$ cat src/hw/rtl/env_sensor_compensation_assert.svh
// Assertion macros shared by the compensation pipeline.
`ifndef ENV_SENSOR_COMPENSATION_ASSERT_SVH
`define ENV_SENSOR_COMPENSATION_ASSERT_SVH

// Implication checked every clock outside reset.
`define ESC_ASSERT_IMP(lbl, ante, cons) \
  lbl: assert property (@(posedge clk) disable iff (!rst_n) (ante) |-> (cons)) \
    else $error("assertion failed");

// Next-cycle implication checked outside reset.
`define ESC_ASSERT_NXT(lbl, ante, cons) \
  lbl: assert property (@(posedge clk) disable iff (!rst_n) (ante) |=> (cons)) \
    else $error("assertion failed");

`endif

$ cat src/hw/rtl/esc_div.sv
// Pipelined restoring divider, one quotient bit per stage (32 stages).
module esc_div (
  input  logic        clk,
  input  logic        en,
  input  logic [31:0] num,
  input  logic [31:0] den,
  output logic [31:0] quo
);
  logic [31:0] n_r [33];
  logic [31:0] d_r [33];
  logic [32:0] rem_r [33];

  assign n_r[0] = num;
  assign d_r[0] = den;
  assign rem_r[0] = '0;

  for (genvar i = 0; i < 32; i++) begin : g_st
    logic [32:0] sh;
    logic [32:0] df;
    logic [31:0] nn_r;
    logic [31:0] dd_r;
    logic [32:0] rr_r;
    assign sh = {rem_r[i][31:0], n_r[i][31]};
    assign df = sh - {1'b0, d_r[i]};
    always_ff @(posedge clk) begin
      if (en) begin
        dd_r <= d_r[i];
        if (!df[32]) begin
          rr_r <= df;
          nn_r <= {n_r[i][30:0], 1'b1};
        end else begin
          rr_r <= sh;
          nn_r <= {n_r[i][30:0], 1'b0};
        end
      end
    end
    assign n_r[i+1] = nn_r;
    assign d_r[i+1] = dd_r;
    assign rem_r[i+1] = rr_r;
  end

  assign quo = n_r[32];
endmodule
$ cat config.mk
export PLATFORM = sky130hd
export DESIGN_NAME = esc_div
export DESIGN_NICKNAME = d
export VERILOG_FILES = /design/src/hw/rtl/env_sensor_compensation_assert.svh /design/src/hw/rtl/esc_div.sv
export SDC_FILE = /design/constraint.sdc
export NUM_CORES = 2
export LEC_CHECK = 0
export BUFFER_PORTS_ARGS = -buffer_cell sky130_fd_sc_hd__buf_2
export CAP_MARGIN = 20
export CORE_UTILIZATION = 45
export DETAILED_ROUTE_END_ITERATION = 10
export HOLD_SLACK_MARGIN = 0.12
export SYNTH_ARGS = -nofsm -noshare
export SYNTH_HDL_FRONTEND = slang
export SYNTH_SLANG_ARGS = --single-unit
$ cat constraint.sdc
create_clock -name clk -period 4.3 [get_ports clk]
set_clock_uncertainty 0.05 [all_clocks]
set_input_delay 0.86 -clock clk [delete_from_list [all_inputs] [get_ports clk]]
set_output_delay 0.86 -clock clk [all_outputs]
set_load 0.01 [all_outputs]
==> results_dict.tcl <==
set metrics [dict create \
    first_iter_violations 5284 \
    grt_pass1_wl_um 503100 \
    placed_area_um2 160800 \
    vias 92008 \
    yosys.area_share.simple_pct 5.892 \
    path_clk_slew_ps 60 \
    synthFlopType "edfxtp_1" \
    fin_area_um2 173400 \
    cts_buffer_depth 4 \
    grt_usage_pct 18.30 \
    synth_xor_area_share_pct 4.919 \
    r2r-start "g_st[27].dd_r[0]$_DFFE_PP_" \
    synth_top_family_by_area "compound AO/OA/AOI/OAI gates" \
    setup_viol 0 \
    switching_power_uw 48370 \
    crit_path_max_fanout 63 \
    r2r_end "g_st[28].rr_r[12]$_DFFE_PP_" \
    cp.arrival_ps 4800 \
    min_period_over_period_pct 97.35 \
    grt_overflow 0 \
    muxShareOfSynthArea_pct 6.198 \
    p_int_uw 91100 \
    drive_gt1_share_pct 14.80 \
    max-cap-violations 0 \
    first_pass_iters 6 \
    synthAdderAreaFrac_pct 8.574 \
    detail_route.wirelength_um 321500 \
    crit_start "g_st[27].dd_r[0]$_DFFE_PP_" \
    grt_pass1_vias 93825 \
    yosysWarnings 0 \
    cts_num_sinks 3008 \
    combPwrFrac_pct 45.7 \
    slew_headroom_pct 36.08 \
    syn_avg_cell_area_um2 13.03 \
    synth-async-reset-ratio_pct 0 \
    timing.fmax_mhz 238.9 \
    synth_compound_area_share_pct 11.34 \
    crit_path_end "g_st[28].rr_r[12]$_DFFE_PP_" \
    min_period_ps 4186 \
    finish.utilization_pct 51.81 \
    pre_cts_ws_ps -121.0 \
    syn_inst 11659 \
    die_area_um2 339900 \
    outcome "finished clean" \
    io_pins 98 \
    core-area_um2 334800 \
    area_growth_pct 14.16 \
    place_hpwl_um 231600 \
    rrSetupSlack_ps 110 \
    wl_per_cell_um 18.81 \
    peakVddDrop_mv 0.7105 \
    synth-edff-count 3008 \
    synth_seq_area_share_pct 59.46 \
    finalHoldViolCount 0 \
    antenna_found_initial 2 \
    crit_required_ps 4920 \
    p_sw_share_pct 34.68 \
    worst_pin_slew_ps 958.8 \
    syn_area_um2 151900 \
    tns_ps 0 \
    initial_core_util_pct 45.38 \
    ff2ff_path_depth 13 \
    power_leakage_uw 0.06984 \
    cts_tree "built" \
    endpoint_kind "register" \
    maxSlewViolCount 0 \
    seq_power_share_pct 33.9 \
    critPathKind "reg2reg" \
    io_buffers 97 \
    cts_root_buf "clkbuf_16" \
    grt_max_degree 123 \
    die_w_um 583.0 \
    rows 212 \
    die_y_um 583.0 \
    synth_seq_cells 3008 \
    n_fill_cell 28280 \
    antenna_left 0 \
    gp_congestion 0.9030 \
    vias_per_cell 5.382 \
    start_kind "register" \
    yosysUniqueCellTypes 99 \
    power_uw 139500 \
    clkLatencyLatePin_ps 910 \
    cts_buffers 337 \
    pwr-share-clk_pct 20.4 \
    power-per-cell-area_nw_per_um2 804.2 \
    htree_levels 5 \
    layout_setup_ws_ps 114.1 \
    hold_class "in2reg" \
    final_nets 13418 \
    drc 0 \
]
-- logic make-up (layout without fill, tap and decap cells) --
logic type,after synthesis,in the layout
muxes,836,836
AOI/OAI and AO/OA,2652,2652
other,1,17
xor gates and xnor gates,849,849
DFF,3008,3008
buffers and inverters,1420,2346
adders and majority gates,1023,1023
and+or+nand+nor,1870,1870
-- layer usage --
layer / part of all wire [%] / GRT usage [%] / routed length, um
met5: 0 / 0 / 0
met4: 4.5 / 8.022 / 14460
met3: 3.0 / 2.053 / 9709
met2: 52 / 33.96 / 167700
met1: 40 / 21.15 / 129700
-- worst max-delay path: stages (launching register included) --
cell and delay, ps:
edfxtp_1 430, ha_1 240, fa_1 420, nand2b_1 190
a211o_1 320, a211o_1 340, nand3_1 160, a21oi_1 130
o211ai_1 320, o41ai_1 180, o21ai_0 320, xnor2_2 170
buf_12 260, mux2_2 370
-- state kept, by name (all words and copies together), names as in the netlist --
| name | cells |
|---|---|
| quo | 32 |
| g_st.nn_r | 992 |
| g_st.rr_r | 992 |
| g_st.dd_r | 992 |
-- final cells by class --
class	count	area, um2	area share, %
sequential	3008	90330	52.08
inverter	1205	4526	2.609
clock buffer	401	8865	5.111
timing repair buffer	532	5051	2.912
tap	4494	5623	3.242
antenna	2	5.005	0.002886
clock inverter	208	2027	1.169
multi-input combinational	7245	57000	32.87
-- power groups by stage --
stage               clock [uW]  sequential [uW]  combinational [uW]
floorplan                    0            45200               46900
global placement             0            48000               59600
detailed placement           0            47900               61000
CTS                      29400            47400               62200
global route             30400            47800               70000
finish                   28500            47200               63700
-- cells in the final DEF (no fill, tap or decap), types with 80 or more instances in the layout --
cell type	count
edfxtp_1	3008
inv_1	1204
ha_1	991
a21oi_1	764
mux2_2	703
nand2_1	548
xnor2_1	518
nor2_1	495
a21o_1	472
o21ai_0	472
clkbuf_16	355
xor2_1	304
buf_4	282
nand3_1	151
o21a_1	134
nand2b_1	129
nor2b_1	120
buf_2	96
a31oi_1	95
o21bai_1	86
nand4_1	81
nor3_1	80
-- timing repair --
action                                  CTS  global route
buffers inserted                          4            21
hold buffers                             62             0
pin swaps                                 2            27
endpoints found under the hold margin    62             0
endpoints found under the setup margin  219           704
gates resized for setup                  24           101
gates cloned                              3            12
-- Yosys cell counts, drive strengths merged, types with 24 or more instances --
cell type / count / area share, %
nor4: 25 / 0.10
a211o: 39 / 0.22
xor2: 315 / 1.8
and2: 47 / 0.19
nand2: 548 / 1.4
fa: 30 / 0.40
nand2b: 132 / 0.54
o211ai: 63 / 0.32
nand4: 81 / 0.33
mux2i: 77 / 0.51
inv: 1205 / 3.0
a31o: 27 / 0.16
nor2: 495 / 1.2
xnor2: 534 / 3.1
o31ai: 65 / 0.32
mux2: 759 / 5.7
o21a: 134 / 0.66
nand3: 151 / 0.50
nor3: 82 / 0.27
o31a: 33 / 0.19
ha: 993 / 8.2
edfxtp: 3008 / 59
a21boi: 31 / 0.15
o21bai: 86 / 0.42
nor2b: 125 / 0.51
o22ai: 24 / 0.099
buf: 79 / 0.31
and3: 68 / 0.28
a21o: 472 / 2.3
a21oi: 785 / 2.6
clkbuf: 136 / 0.34
or3: 29 / 0.12
a211oi: 54 / 0.27
a31oi: 107 / 0.46
o21ai: 497 / 1.6
-- worst min path at each step --
stage / start / endpoint / slack (ps) / cells after the start
after floorplan: g_st[9].nn_r[9]$_DFFE_PP_ / g_st[10].nn_r[10]$_DFFE_PP_ / 350 / 0
after global placement: g_st[28].nn_r[13]$_DFFE_PP_ / g_st[29].nn_r[14]$_DFFE_PP_ / 350 / 0
after detailed placement: g_st[9].nn_r[13]$_DFFE_PP_ / g_st[10].nn_r[14]$_DFFE_PP_ / 350 / 0
after CTS: num[31] / g_st[0].rr_r[0]$_DFFE_PP_ / 180 / 3
after global routing: num[31] / g_st[0].rr_r[0]$_DFFE_PP_ / 230 / 3
final: num[31] / g_st[0].rr_r[0]$_DFFE_PP_ / 260 / 3
-- metrics by stage --
stage | std cells | hold slack [ps]
floorplan | 11673 | 350.3
global route | 17095 | 228.2
detailed placement | 16383 | 354.5
global placement | 16382 | 350.2
finish | 17095 | 263.0
CTS | 17061 | 179.2
No activity file was read; power rests on OpenSTA's default activity.
